## src/hw/rtl/rawq_pkg.sv

```systemverilog
`timescale 1ns / 1ps
// shared types and constants of the resource allocator with wait queue
// no dependencies; used by every module under hw/rtl
package rawq_pkg;

	localparam int NUM_RES = 16;
	localparam int NUM_REQ = 256;
	localparam int RES_W = 5;
	localparam int REQ_W = 8;
	localparam int FREE_IDX_W = $clog2(NUM_RES);
	localparam int FREE_FILL_W = $clog2(NUM_RES + 1);
	localparam int WAIT_FILL_W = $clog2(NUM_REQ + 1);

	typedef enum logic {
		CMD_REQ = 1'b0,
		CMD_REL = 1'b1
	} cmd_t;

	typedef enum logic [1:0] {
		K_GRANT = 2'd0,
		K_CANCEL = 2'd1,
		K_ERROR = 2'd2
	} kind_t;

	typedef enum logic [1:0] {
		ST_IDLE = 2'd0,
		ST_HOLD = 2'd1,
		ST_WAIT = 2'd2,
		ST_CANC = 2'd3
	} hold_state_t;

	typedef struct packed {
		hold_state_t state;
		logic [RES_W-1:0] res;
	} stat_t;

	typedef struct packed {
		cmd_t cmd;
		logic [REQ_W-1:0] requester;
	} req_t;

	typedef struct packed {
		kind_t kind;
		logic [REQ_W-1:0] grantee;
		logic [RES_W-1:0] resource;
	} rsp_t;

	typedef struct packed {
		logic load;
		logic pop;
		logic push;
	} fl_ctl_t;

	typedef struct packed {
		logic push;
		logic pop;
	} wq_ctl_t;

	typedef struct packed {
		logic empty;
		logic full;
	} wq_stat_t;

endpackage

```

## src/hw/rtl/rawq_status_table.sv

```systemverilog
`timescale 1ns / 1ps
// per-requester status table: synchronous ram with registered read
// uses rawq_pkg; per-entry valid bits make unwritten entries read as idle
module rawq_status_table (
	input  logic                        clk,
	input  logic                        arst_n,
	input  logic                        rd_en,
	input  logic [rawq_pkg::REQ_W-1:0]  rd_addr,
	output rawq_pkg::stat_t             rd_data,
	input  logic                        wr_en,
	input  logic [rawq_pkg::REQ_W-1:0]  wr_addr,
	input  rawq_pkg::stat_t             wr_data
);

	rawq_pkg::stat_t mem [rawq_pkg::NUM_REQ];
	rawq_pkg::stat_t mem_q;
	logic [rawq_pkg::NUM_REQ-1:0] valid_q;
	logic rd_vld_q;

	always_ff @(posedge clk) begin
		if (wr_en) begin
			mem[wr_addr] <= wr_data;
		end
		if (rd_en) begin
			mem_q <= mem[rd_addr];
		end
	end

	always_ff @(posedge clk or negedge arst_n) begin
		if (!arst_n) begin
			valid_q <= '0;
			rd_vld_q <= 1'b0;
		end else begin
			if (wr_en) begin
				valid_q[wr_addr] <= 1'b1;
			end
			if (rd_en) begin
				rd_vld_q <= valid_q[rd_addr];
			end
		end
	end

	// never-written entries read back as idle with no resource
	always_comb begin
		if (rd_vld_q) begin
			rd_data = mem_q;
		end else begin
			rd_data.state = rawq_pkg::ST_IDLE;
			rd_data.res = '0;
		end
	end

endmodule

```

## config.mk

```make
export PLATFORM = sky130hd
export DESIGN_NAME = rawq_status_table
export DESIGN_NICKNAME = d
export VERILOG_FILES = /design/src/hw/rtl/rawq_pkg.sv /design/src/hw/rtl/rawq_status_table.sv
export SDC_FILE = /design/constraint.sdc
export NUM_CORES = 2
export LEC_CHECK = 0
export ABC_AREA = 1
export BUFFER_PORTS_ARGS = -buffer_cell sky130_fd_sc_hd__buf_2
export CORE_ASPECT_RATIO = 0.9
export CORE_MARGIN = 1.5
export CORE_UTILIZATION = 50
export CTS_BUF_LIST = sky130_fd_sc_hd__clkbuf_4 sky130_fd_sc_hd__clkbuf_8 sky130_fd_sc_hd__clkbuf_16
export DETAILED_ROUTE_END_ITERATION = 8
export MAX_ROUTING_LAYER = met4
export PLACE_DENSITY = 0.65
export SETUP_SLACK_MARGIN = 0.5
export SYNTH_ARGS = -nofsm -noshare
export SYNTH_HDL_FRONTEND = slang
export SYNTH_SLANG_ARGS = --single-unit
```

## constraint.sdc

```tcl
create_clock -name clk -period 1.7 [get_ports clk]
set_input_delay 0.34 -clock clk [delete_from_list [all_inputs] [get_ports clk]]
set_output_delay 0.34 -clock clk [all_outputs]
set_load 0.01 [all_outputs]
```

# Word-level counts from Yosys, hierarchy flattened
# Memory sizes are Yosys's and may differ from the RTL's. A register that Yosys moved wholly into a read port is not among the register bits.
# Index checks and enable logic that the tools add are counted.
# totals
mem_count	1
regBits	257
mem_bits_rw	1792
input_bits	27
elab_cells	15
# classes
bitwise	1
muxes	7
reduce_logical	1
order_cmp	3
# memory_table
name	words	width	read_ports	rd_clocked_by_memory_dff	wr	line	source
mem	256	7	1	1	1	rawq_status_table.sv:15	rawq_pkg::stat_t mem [rawq_pkg::NUM_REQ];
# op_table
operator	count
256-bit OR	1
8-bit by 9-bit < comparator with 1-bit output, second input constant	2
1-bit binary-select mux with 8-bit select	1
1-bit demux with 8-bit select	1
8-bit by 1-bit greater-or-equal comparator with 1-bit output, second input constant	1
7-bit two-way mux	1
1-bit two-way mux	4
1-bit logical AND	1

# Depth between registers and ports, before layout
# depth
word_depth	5
ltp_mapped	15
ltp_nobuf	11

# Least setup slack after synthesis
# Ideal clock, no wire load.
# synth_path
kind	in2reg
startpoint	in rd_addr[0] (netlist name)
endpoint	reg mem_q[3] (netlist name)
t_arrival_ps	1616
slack_ps	-168
path_stages	15
path_buffers	5
path_cell_list	buf_6 buf_6 buf_6 buf_6 buf_4 nand2_1 nand3_1 nand3_1 nand3_1 nand3_1 nand3_1 nand3_1 nand2_1 nand2_1 nand2_1
# synth_rtl
item	line	source
start, declared	rawq_status_table.sv:8	input logic [rawq_pkg::REQ_W-1:0] rd_addr,

==> impl_results.md <==
* CTS tree: done
* Final period util at 1.19
* Crit-path slowest cell: dfrtp_2
* Clock power frac at 0.410
* Worst Setup Start Kind: flip-flop
* Hold Crit Depth at 4
* Synth area leaders: edfxtp_1 (65%), dfrtp_1 (7.8%), nand3_1 (6.5%), nand2_1 (5.2%), nor2_1 (4.1%)
* Worst path max stage delay at 480 ps
* Max VDD drop at 0.000894 V
* Switching Fraction at 0.229
* Worst slew margin at 0.602
* Worst-path maximum fanout at 8
* Crit-path cells: nand2_2 > inv_1 > buf_2
* Area Overhead vs Synth at 22.2%
* Crit end category: primary output
* Status: finished with violations
* RSZ-0062 raised after global routing: true
* Vias in the first global route at 56,219
* Routed Wire Length at approximately 240,000 um
* Initial antenna violation count at 4
* Reg power frac at 0.508
* Die area at ~0.17 mm^2
* Wire per inst at between 20 and 25 um
* Clk buf depth at 3
* Setup Skew at approximately 28 ps
* IO Port Bufs at 33
* Cell count after synthesis at roughly 7,000
* Sw power at around 25 mW
* Seq/Total Area, Yosys at 0.729
* Grt total ovfl at 0
* First-pass GRT wire length at 361,000 um
* Fin. max-slew vios at 0
* Gr usage total at 0.295
* Final hold vios at 0
* Netlist cell types at 16
* Synth top area share at 0.651
* Worst EP arrival at about 1700 ps
* Pleak at between 30 and 40 nW
* Vias per std cell at 5.90
* Hold WS at 65.0 ps
* Top_reg_cell synth: edfxtp_1
* Die Y at 389 um
* FF+latch count, synth at 2,056
* Warnings, synthesis at 0
* Synth Cell Area at slightly above 0.08 mm^2
* 1st-iter DRT viols at 6,975
* Design Power at 110 mW
* Max Cap Violations at 0
* Post-layout min period at 2020 ps
* Delay-heaviest family, CP: flip-flops
* Worst EP required at 1360 ps
* Pint at between 80 and 90 mW
* Rows at roughly 140
* Clk sinks at 2,056
* Clk pin slew, worst setup/hold paths at roughly 60 ps
* WP depth at 3
* H-tree lvl count at 4
* Post-DP Area at 0.0920 mm^2
* Syn nets at 6,994
* R2r worst-path depth at 10
* Top-count cell post-synth: edfxtp_1
* Starting Density at 0.505
* EDFF count, synth at 1,799
* CTS buffer count at 201
* Asr flop ratio synth at 0.125
* PD cells at 1080 mW/mm^2
* Clk root buf: clkbuf_16
* Comb power frac at 0.082
* Drt pass-1 iters at 6
* Setup TNS at -2170 ps
* Commonest cells post-synth: edfxtp_1 (1,799), nand2_1 (1,147), nand3_1 (1,070)
* WS Path Type: flip-flop to primary output
* Post-Layout Inst Area at 0.101 mm^2
* Failing checks: setup timing
* Hold Crit Class: input pin to flip-flop
* Largest net degree at the start of global routing at 94
* Dpl ws at -1130 ps
* Worst-skew pair later-pin latency at around 830 ps
* Final setup fails at 9
* Final #Nets at around 7,500
* Worst setup margin at -317 ps
* GP Congestion at between 0.9 and 1
* Max Fclk at a little under 500 MHz
* Area leader, netlist: edfxtp_1
* Share of post-route cells with drive strength above 1 at 0.238
* Die Wd at ~430 um
* Worst-margin pin slew at 597 ps
* DR vias at 58,189
* Remaining antenna violation count at 0
* Core box area at 0.164 mm^2
* Buf/Inv on CP at 2
* DP HPWL at 150,000 um
* DRC Markers at 0
* Avg Inst Size Synth at 11.9 um^2
* # IOs at 34
final cells by class:
type                            count  area [um^2]
Tap cell                         2216         2770
Antenna cell                        4         10.0
Fill cell                       12552        63100
Timing Repair Buffer              785         8530
Sequential cell                  2056        60500
Clock buffer                      285         5900
Multi-Input combinational cell   4352        22500
Clock inverter                     96          823
Inverter                           75          344
flip-flops by register name, summed over array words and instances (netlist names):
name      flops
mem_q         7
rd_vld_q      1
mem        1792
valid_q     256
logic make-up after synthesis:
kind of cell / count (synthesis) / share of synthesized area
flops: 2056 / 0.729
simple gates: 3372 / 0.176
buf+inv: 559 / 0.0311
compound gates: 980 / 0.0638
worst min-delay path, delay by kind of cell:
kind	cells	cell delay, ps
buf+inv	1	230
simple gates	3	280
final timing paths:
kind	startpoint	end	slack (ps)
setup / recovery	rd_vld_q	rd_data[5]	-320
hold / removal	rd_addr[7]	rd_vld_q	70
setup reg to reg	mem[1][0]	mem_q[0]	-20
hold reg to reg	valid_q[30]	valid_q[30]	470
max in group asynchronous	arst_n	valid_q[144]	1030
min in group asynchronous	arst_n	valid_q[192]	180
routing by layer:
layer  global-route usage  routed length (um)  up-vias
met5                    -                   0        -
met4                0.101                8190        0
met3               0.0534               23100      471
met2                0.440              112000     2905
met1                0.411               98900    28880
li1                     -                   -    25933
repair_timing:
item / in CTS / in global routing
setup endpoints to repair: 15 / 116
gates resized for setup: 389 / 320
hold buffers: 10 / 0
buffers inserted: 3 / 6
pin swaps: 97 / 118
gates cloned: 3 / 1
endpoints found under the hold margin: 462 / 0
power by group through the flow:
stage               Sequential (mW)  Clock, mW  Combinational, mW
CTS                            55.8       45.4               8.63
finish                         55.8       45.0               8.99
floorplan                      56.8          0               4.08
detailed placement             56.8          0               8.04
global placement               56.8          0               7.93
global route                   55.8       47.4               9.60
per-stage QoR:
step	utilization	cells
6_report	0.617	9869
2_1_floorplan	-	6967
3_3_place_gp	0.560	9461
4_1_cts	0.611	9858
5_1_grt	0.616	9866
3_5_place_dp	0.560	9461
layout by cell type (no fill, tap or decap), types with 16 or more instances in the layout:
cell       synthesis  layout
dfrtp_1          257     256
a21oi_1           28      20
nand3_4            0      68
or2_2            256     229
o21ai_2            0      37
buf_4             61     533
clkbuf_8           0      16
edfxtp_1        1799    1799
buf_6             12      21
o22ai_2            0      19
nand2_2            0      29
nor2_2             0      23
clkbuf_16          0     210
o21ai_0          644     389
nand2_1         1147    1113
inv_1             72      54
clkinv_2           0      35
nand3_1         1070     822
or2_4              0      27
o22ai_1          308     289
buf_2            130      18
clkinv_1           0      31
nor2_4             0      45
clkbuf_4           0      60
nand3_2            0     180
nor2_1           899     831
o21ai_1            0     218
buf_12             0     185
Note: power is estimated with default switching activity, not from simulation.
