[src/hw/rtl/rawq_pkg.sv]
`timescale 1ns / 1ps
// shared types and constants of the resource allocator with wait queue
// no dependencies; used by every module under hw/rtl
package rawq_pkg;

	localparam int NUM_RES = 16;
	localparam int NUM_REQ = 256;
	localparam int RES_W = 5;
	localparam int REQ_W = 8;
	localparam int FREE_IDX_W = $clog2(NUM_RES);
	localparam int FREE_FILL_W = $clog2(NUM_RES + 1);
	localparam int WAIT_FILL_W = $clog2(NUM_REQ + 1);

	typedef enum logic {
		CMD_REQ = 1'b0,
		CMD_REL = 1'b1
	} cmd_t;

	typedef enum logic [1:0] {
		K_GRANT = 2'd0,
		K_CANCEL = 2'd1,
		K_ERROR = 2'd2
	} kind_t;

	typedef enum logic [1:0] {
		ST_IDLE = 2'd0,
		ST_HOLD = 2'd1,
		ST_WAIT = 2'd2,
		ST_CANC = 2'd3
	} hold_state_t;

	typedef struct packed {
		hold_state_t state;
		logic [RES_W-1:0] res;
	} stat_t;

	typedef struct packed {
		cmd_t cmd;
		logic [REQ_W-1:0] requester;
	} req_t;

	typedef struct packed {
		kind_t kind;
		logic [REQ_W-1:0] grantee;
		logic [RES_W-1:0] resource;
	} rsp_t;

	typedef struct packed {
		logic load;
		logic pop;
		logic push;
	} fl_ctl_t;

	typedef struct packed {
		logic push;
		logic pop;
	} wq_ctl_t;

	typedef struct packed {
		logic empty;
		logic full;
	} wq_stat_t;

endpackage

[src/hw/rtl/rawq_free_list.sv]
`timescale 1ns / 1ps
// fifo of free resource numbers held in registers, reloadable with 1..count
// uses rawq_pkg
module rawq_free_list (
	input  logic                        clk,
	input  logic                        arst_n,
	input  rawq_pkg::fl_ctl_t           ctl,
	input  logic [rawq_pkg::RES_W-1:0]  load_count,
	input  logic [rawq_pkg::RES_W-1:0]  push_res,
	output logic [rawq_pkg::RES_W-1:0]  head_res,
	output logic                        empty
);

	logic [rawq_pkg::RES_W-1:0] list_q [rawq_pkg::NUM_RES];
	logic [rawq_pkg::FREE_IDX_W-1:0] head_q;
	logic [rawq_pkg::FREE_FILL_W-1:0] fill_q;
	logic [rawq_pkg::FREE_FILL_W-1:0] count;
	logic [rawq_pkg::FREE_IDX_W-1:0] tail;

	// written count saturates to 1..NUM_RES
	always_comb begin
		if (load_count == '0) begin
			count = rawq_pkg::FREE_FILL_W'(1);
		end else if (rawq_pkg::FREE_FILL_W'(load_count) >
				rawq_pkg::FREE_FILL_W'(rawq_pkg::NUM_RES)) begin
			count = rawq_pkg::FREE_FILL_W'(rawq_pkg::NUM_RES);
		end else begin
			count = rawq_pkg::FREE_FILL_W'(load_count);
		end
	end

	assign tail = head_q + fill_q[rawq_pkg::FREE_IDX_W-1:0];

	always_ff @(posedge clk or negedge arst_n) begin
		if (!arst_n) begin
			for (int i = 0; i < rawq_pkg::NUM_RES; i++) begin
				list_q[i] <= rawq_pkg::RES_W'(i + 1);
			end
			head_q <= '0;
			fill_q <= rawq_pkg::FREE_FILL_W'(rawq_pkg::NUM_RES);
		end else if (ctl.load) begin
			for (int i = 0; i < rawq_pkg::NUM_RES; i++) begin
				list_q[i] <= (rawq_pkg::FREE_FILL_W'(i) < count) ?
					rawq_pkg::RES_W'(i + 1) : '0;
			end
			head_q <= '0;
			fill_q <= count;
		end else if (ctl.pop) begin
			head_q <= head_q + rawq_pkg::FREE_IDX_W'(1);
			fill_q <= fill_q - rawq_pkg::FREE_FILL_W'(1);
		end else if (ctl.push &&
				fill_q < rawq_pkg::FREE_FILL_W'(rawq_pkg::NUM_RES)) begin
			// a return to a full list is dropped
			list_q[tail] <= push_res;
			fill_q <= fill_q + rawq_pkg::FREE_FILL_W'(1);
		end
	end

	assign head_res = list_q[head_q];
	assign empty = (fill_q == '0);

endmodule

[config.mk]
export PLATFORM = sky130hd
export DESIGN_NAME = rawq_free_list
export DESIGN_NICKNAME = d
export VERILOG_FILES = /design/src/hw/rtl/rawq_pkg.sv /design/src/hw/rtl/rawq_free_list.sv
export SDC_FILE = /design/constraint.sdc
export NUM_CORES = 1
export LEC_CHECK = 0
export ABC_AREA = 0
export BUFFER_PORTS_ARGS = -buffer_cell sky130_fd_sc_hd__clkbuf_2
export CAP_MARGIN = 20
export CORE_AREA = 2 2 85 147
export CTS_CLUSTER_DIAMETER = 120
export DETAILED_ROUTE_END_ITERATION = 8
export DIE_AREA = 0 0 87 149
export PLACE_DENSITY = 0.67
export SKIP_LAST_GASP = 1
export SLEW_MARGIN = 20
export SYNTH_ARGS = -nofsm -noshare
export SYNTH_HDL_FRONTEND = slang
export SYNTH_SLANG_ARGS = --single-unit
[constraint.sdc]
create_clock -name clk -period 3.2 [get_ports clk]
set_clock_uncertainty 0.15 [all_clocks]
set_input_delay 0.32 -clock clk [delete_from_list [all_inputs] [get_ports clk]]
set_output_delay 0.32 -clock clk [all_outputs]
set_load 0.02 [all_outputs]
=== Word-level counts from Yosys, hierarchy flattened ===
Cells that the tools add are included.

* Bitwise logic cells: 2
* Add/subtract/negate cells: 4
* Magnitude comparators: 21
* Equality and inequality tests: 1
* Muxes and demuxes: 32
* Reductions and logical operators: 8

{| class="wikitable"
|+ Operators by type and width
! kind !! number
|-
| $mux 80 || 3
|-
| $bwmux 80 || 1
|-
| $mux 5 || 9
|-
| $lt 4x5->1 const A || 8
|-
| $mux 4 || 10
|-
| $bmux 5 s4 || 1
|-
| $demux 5 s4 || 1
|-
| $lt 3x5->1 const A || 4
|-
| $mux 3 || 4
|-
| $ge 5x5->1 const B || 2
|-
| $logic_not 5->1 || 2
|-
| $lt 1x5->1 const A || 2
|-
| $lt 2x5->1 const A || 2
|-
| $not 4->5 || 2
|-
| $add 5x1->5 const B || 1
|-
| $gt 5x5->1 const B || 1
|-
| $lt 5x1->1 const B || 1
|-
| $lt 5x5->1 const B || 1
|-
| $sub 5x1->5 const B || 1
|-
| $add 4x1->4 const B || 1
|-
| $add 4x4->4 || 1
|-
| $mux 2 || 2
|-
| $reduce_bool 2->1 || 2
|-
| $reduce_bool 3->1 || 1
|-
| other kinds (4) || 5
|}

* Input bits: 15
* Bits in registers: 89
* Logic and storage cells: 86
* Output and inout port bits: 6

=== Longest topological paths before layout ===
* Depth after elaboration: 10
* Depth in mapped cells: 8
* Mapped depth without buffers: 7

=== Worst setup path after synthesis ===
Ideal clock, no wire load.

* Path kind: reg2reg
* Start: reg head_q[0] (netlist name)
* End: reg list_q[76] (netlist name)
* Setup slack: 0.513 ns
* Cell stages (with the launch flop): 8
* Required time: 2.918 ns
* Clock period less this slack: 2.687 ns
* Path buffers: 0
* Setup time: 0.132 ns
* Arrival time: 2.405 ns
* Path through: dfrtp_1 ha_1 fa_1 xnor2_2 nand2_4 nor4b_4 mux2i_1 nor2_1

* Cells in the longest elaborated chain, start to end: 10
* Elaborated cells between the ends (all ways): 11
* Those cells by class: add/sub: 1; order compare: 2; mux: 6; bitwise: 1; reduce/logical: 1

{| class="wikitable"
|+ Ends and longest elaborated chain
! element !! RTL line !! text
|-
| start: declaration || rawq_free_list.sv:15 || <nowiki>logic [rawq_pkg::FREE_IDX_W-1:0] head_q;</nowiki>
|-
| start signal: assignment || rawq_free_list.sv:49 || <nowiki>head_q <= head_q + rawq_pkg::FREE_IDX_W'(1);</nowiki>
|-
| $add 4x4->4 (*) || rawq_free_list.sv:32 || <nowiki>assign tail = head_q + fill_q[rawq_pkg::FREE_IDX_W-1:0];</nowiki>
|-
| $not 4->5 (implied by the code) (*) || rawq_free_list.sv:54 || <nowiki>list_q[tail] <= push_res;</nowiki>
|-
| $ge 5x5->1 (implied by the code) or $lt 5x1->1 (tied branches) || rawq_free_list.sv:54 ||
|-
| $logic_and 1x1->1 (implied by the code) || rawq_free_list.sv:54 ||
|-
| $mux 5 (implied by the code) || rawq_free_list.sv:54 ||
|-
| $demux 5 s4 (*) || rawq_free_list.sv:54 ||
|-
| $bwmux 80 (*) || rawq_free_list.sv:54 ||
|-
| $mux 80 (*) || rawq_free_list.sv:51 || <nowiki>end else if (ctl.push &&</nowiki>
|-
| $mux 80 (*) || rawq_free_list.sv:48 || <nowiki>end else if (ctl.pop) begin</nowiki>
|-
| $mux 80 (*) || rawq_free_list.sv:41 || <nowiki>end else if (ctl.load) begin</nowiki>
|-
| end signal: indexed assignment || rawq_free_list.sv:37 || <nowiki>list_q[i] <= rawq_pkg::RES_W'(i + 1);</nowiki>
|-
| end signal: indexed assignment || rawq_free_list.sv:43 || <nowiki>list_q[i] <= (rawq_pkg::FREE_FILL_W'(i) < count) ?</nowiki>
|-
| end signal: indexed assignment || rawq_free_list.sv:54 ||
|-
| end: declaration || rawq_free_list.sv:14 || <nowiki>logic [rawq_pkg::RES_W-1:0] list_q [rawq_pkg::NUM_RES];</nowiki>
|}

Mark *: on every way between the ends. The rest lies on a longest branch, timed or not. The select of a mux whose other input is x is not followed.
A chain may end at the register's enable or synchronous reset.

=== Final worst setup path ===
* Start: reg head_q[0] (netlist name)
* End: out head_res[3] (netlist name)

* Cells in the longest elaborated chain, start to end: 4

{| class="wikitable"
|+ Ends and longest elaborated chain
! element !! RTL line !! text
|-
| $not 4->5 (implied by the code) || rawq_free_list.sv:59 || <nowiki>assign head_res = list_q[head_q];</nowiki>
|-
| $bmux 5 s4 || rawq_free_list.sv:59 ||
|-
| $mux 5 (implied by the code) (2 in a row) || rawq_free_list.sv:59 ||
|-
| end: declaration || rawq_free_list.sv:10 || <nowiki>output logic [rawq_pkg::RES_W-1:0] head_res,</nowiki>
|}

No other way between the ends. The select of a mux whose other input is x is not followed.

==> impl_results.md <==
- Status: finished clean
- Die width: between 80 and 90 um
- ANT nets after route: 0
- Site Rows: between 50 and 60
- Root Driver: clkbuf_16
- Layout cell share with drive strength beyond 1: 0.284
- # DRC: 0
- Synth unique cells: 52
- DR vias: between 3000 and 4000
- Worst Tran Pin Value: between 0.7 and 0.8 ns
- Grt total ovfl: 0
- Switching portion of total power: 0.288
- CTS Sinks: 89
- CP max FO: 23
- Die area: 13000 um2
- Pins Over Slew Limit: 0
- Synthesized area per cell: 11.8 um2
- Fillers: between 1000 and 1500
- Worst slew margin: 0.507
- Sequential share of power: 0.409
- Setup CP Type: flip-flop to output pin
- Max Cap Violations: 0
- Leakage power figure: between 2 and 2.5 nW
- Utilization after layout: 0.480
- WP data arrival: 2.45 ns
- Drt first pass iters: 5
- FF+latch count, synth: slightly below 90
- Logic pwr share: 0.213
- Area growth syn-to-layout: 9.98%
- Final hold violation count: 0
- Cell area power density: 548 nW/um2
- Hold Path Class: input port to flip-flop
- Core ar.: 11900 um2
- Final nets: between 400 and 500
- Vias in the first global route: 3857
- Post-synth EDFFs: 0
- Crit. End Element: output pin
- Top Ports: 21
- H-Tree Depth: 3
- Initial antenna violation count: 0
- Top cell type's share of synthesized area: 0.266
- Switch Pwr: around 0.90 mW
- HPWL after DPL: 9580 um
- Async SR Flop Fraction: 1.00
- Sequential element share of the synthesized area: 0.438
- Tmin final: 2.92 ns
- Avg Vias per Cell: around 6.2
- Highest attainable clock frequency: about 0.34 GHz
- Worst-case clock buffer depth: 2
- Port-buffer cells: 20
- Clk Latency, worst-skew pair: 0.34 ns
- Total chip power: 3.12 mW
- CTS tree: yes
- Synthesized area: about 5200 um2
- Yosys warns: 0
- Post-synthesis cell count: 439
- Internal: around 2.2 mW
- Non-filler cells, final: 592
- Critical Path RT: around 2.7 ns
- GRT Util Overall: 0.221
- First-pass GRT wire length: about 21000 um
- CTS clk-pin slew, worst paths: 0.06 ns
- Final setup violation count: 0
- Top FF cell, synth: dfrtp_1
- RSZ-0062 raised after global routing: false
- Cell taking the most area after synthesis: dfrtp_1
- Ranking of synthesized cells by area: dfrtp_1, dfstp_2, mux2i_1
- Wirelength, routed: 13500 um
- N_diodes: 0
- Initial DRC Count: around 280
- Largest net degree at the start of global routing: 82
- Setup TNS: 0 ns
- Fin crit share: 0.913
- CTS Buf Count: 9
- Placed Cells: 575
- Clock network power share: 0.378
- Post-CTS Setup Bufs: 0
- Initial core utilization: 0.436
- Mapped Nets: roughly 460
- DIE HEIGHT: approximately 150 um
- Final GP Congestion: roughly 0.88
- Max VDD drop: approximately 230 uV
- Wire per inst: ~23 um
- Startpoint Class: flip-flop
final cells by class:
class                      instances  area [um2]  area share
timing repair buffer              32         199      0.0349
clock buffer                      12         267      0.0468
clock inverter                     4        73.8      0.0130
sequential                        89        2270       0.399
inverter                           5        18.8     0.00330
multi-input combinational        313        2690       0.473
tap                              137         171      0.0301
layer usage:
metal	part of all wire	vias up	GRT usage
met1	0.37	1912	0.248
met4	0.059	0	0.134
li1	-	1633	-
met5	0	-	0
met2	0.54	101	0.386
met3	0.034	47	0.0293
path summary, 6_finish.rpt:
check	from	endpoint	slack, ns	cells after the start
max	head_q[0]	head_res[3]	0.28	4
min	load_count[3]	fill_q[3]	0.30	3
max reg2reg	head_q[2]	list_q[11]	0.35	7
min reg2reg	list_q[22]	list_q[22]	0.32	2
max in group asynchronous	arst_n	list_q[46]	1.78	3
min in group asynchronous	arst_n	list_q[53]	0.43	2
state kept, by name (all words and copies together), names as in the netlist:
signal	cells
head_q	4
fill_q	5
list_q	80
Yosys cell counts (4+ instances only):
cell type,instances
a211oi_1,4
a21oi_1,25
a2bb2oi_1,7
a31oi_1,4
buf_6,6
clkbuf_1,18
dfrtp_1,55
dfstp_2,34
ha_1,7
inv_1,5
mux2i_1,59
mux4_2,25
nand2_1,14
nand2b_1,5
nor2_1,69
nor3_1,10
nor4_4,6
o21ai_0,16
o311a_1,5
xor2_1,4
cell families (layout without fill, tap and decap cells):
group	after synthesis	in the layout	synth area share
simple gates	131	131	0.145
flops	89	89	0.438
xor+xnor	9	9	0.0181
mux	84	84	0.223
buf+inv	37	53	0.0418
fa+ha+maj	9	9	0.0247
compound gates	80	80	0.109
power groups by stage:
stage          sequential (mW)  clock [mW]  combinational [mW]
2_1_floorplan             1.27           0               0.489
4_1_cts                   1.28        1.20               0.664
3_5_place_dp              1.29           0               0.660
6_report                  1.28        1.18               0.666
5_1_grt                   1.28        1.23               0.715
3_3_place_gp              1.29           0               0.647
worst max-delay path, cell delays in order, from the launching register on:
cell,delay (ns)
dfrtp_1,0.36
buf_4,0.42
mux4_2,0.62
mux4_2,0.51
clkbuf_2,0.17
metrics by stage:
stage                     area [um2]  worst slack (ns)  hold WS (ns)
after floorplan                 5180             0.513        -0.126
after global placement          5340             0.470         0.312
after detailed placement        5340             0.395         0.315
after CTS                       5680             0.264        0.0462
after global routing            5690             0.191         0.320
final                           5690             0.279         0.298
timing repair:
item | CTS | global route
hold buffers | 0 | 1
endpoints found under the hold margin | 0 | 55
resized for setup | 0 | 0
placed cells by master, fill, tap and decap left out, types with 3 or more instances in the layout:
cell type and instances:
a211oi_1 4, a21o_1 3, a21oi_1 24, a2bb2oi_1 7, a31oi_1 4, and3_1 3, buf_4 11, clkbuf_16 9
clkbuf_2 19, clkbuf_8 3, dfrtp_1 55, dfstp_2 34, ha_1 7, inv_1 5, mux2i_1 59, mux4_2 25
nand2_1 14, nand2b_1 5, nand3b_1 3, nand4_1 3, nor2_1 69, nor3_1 10, nor4_4 6, o21ai_0 16
o21ai_2 3, o311a_1 5, o32a_1 3, or3_1 3, xnor2_1 3, xor2_1 4
Power figures use the tool's default switching activity.
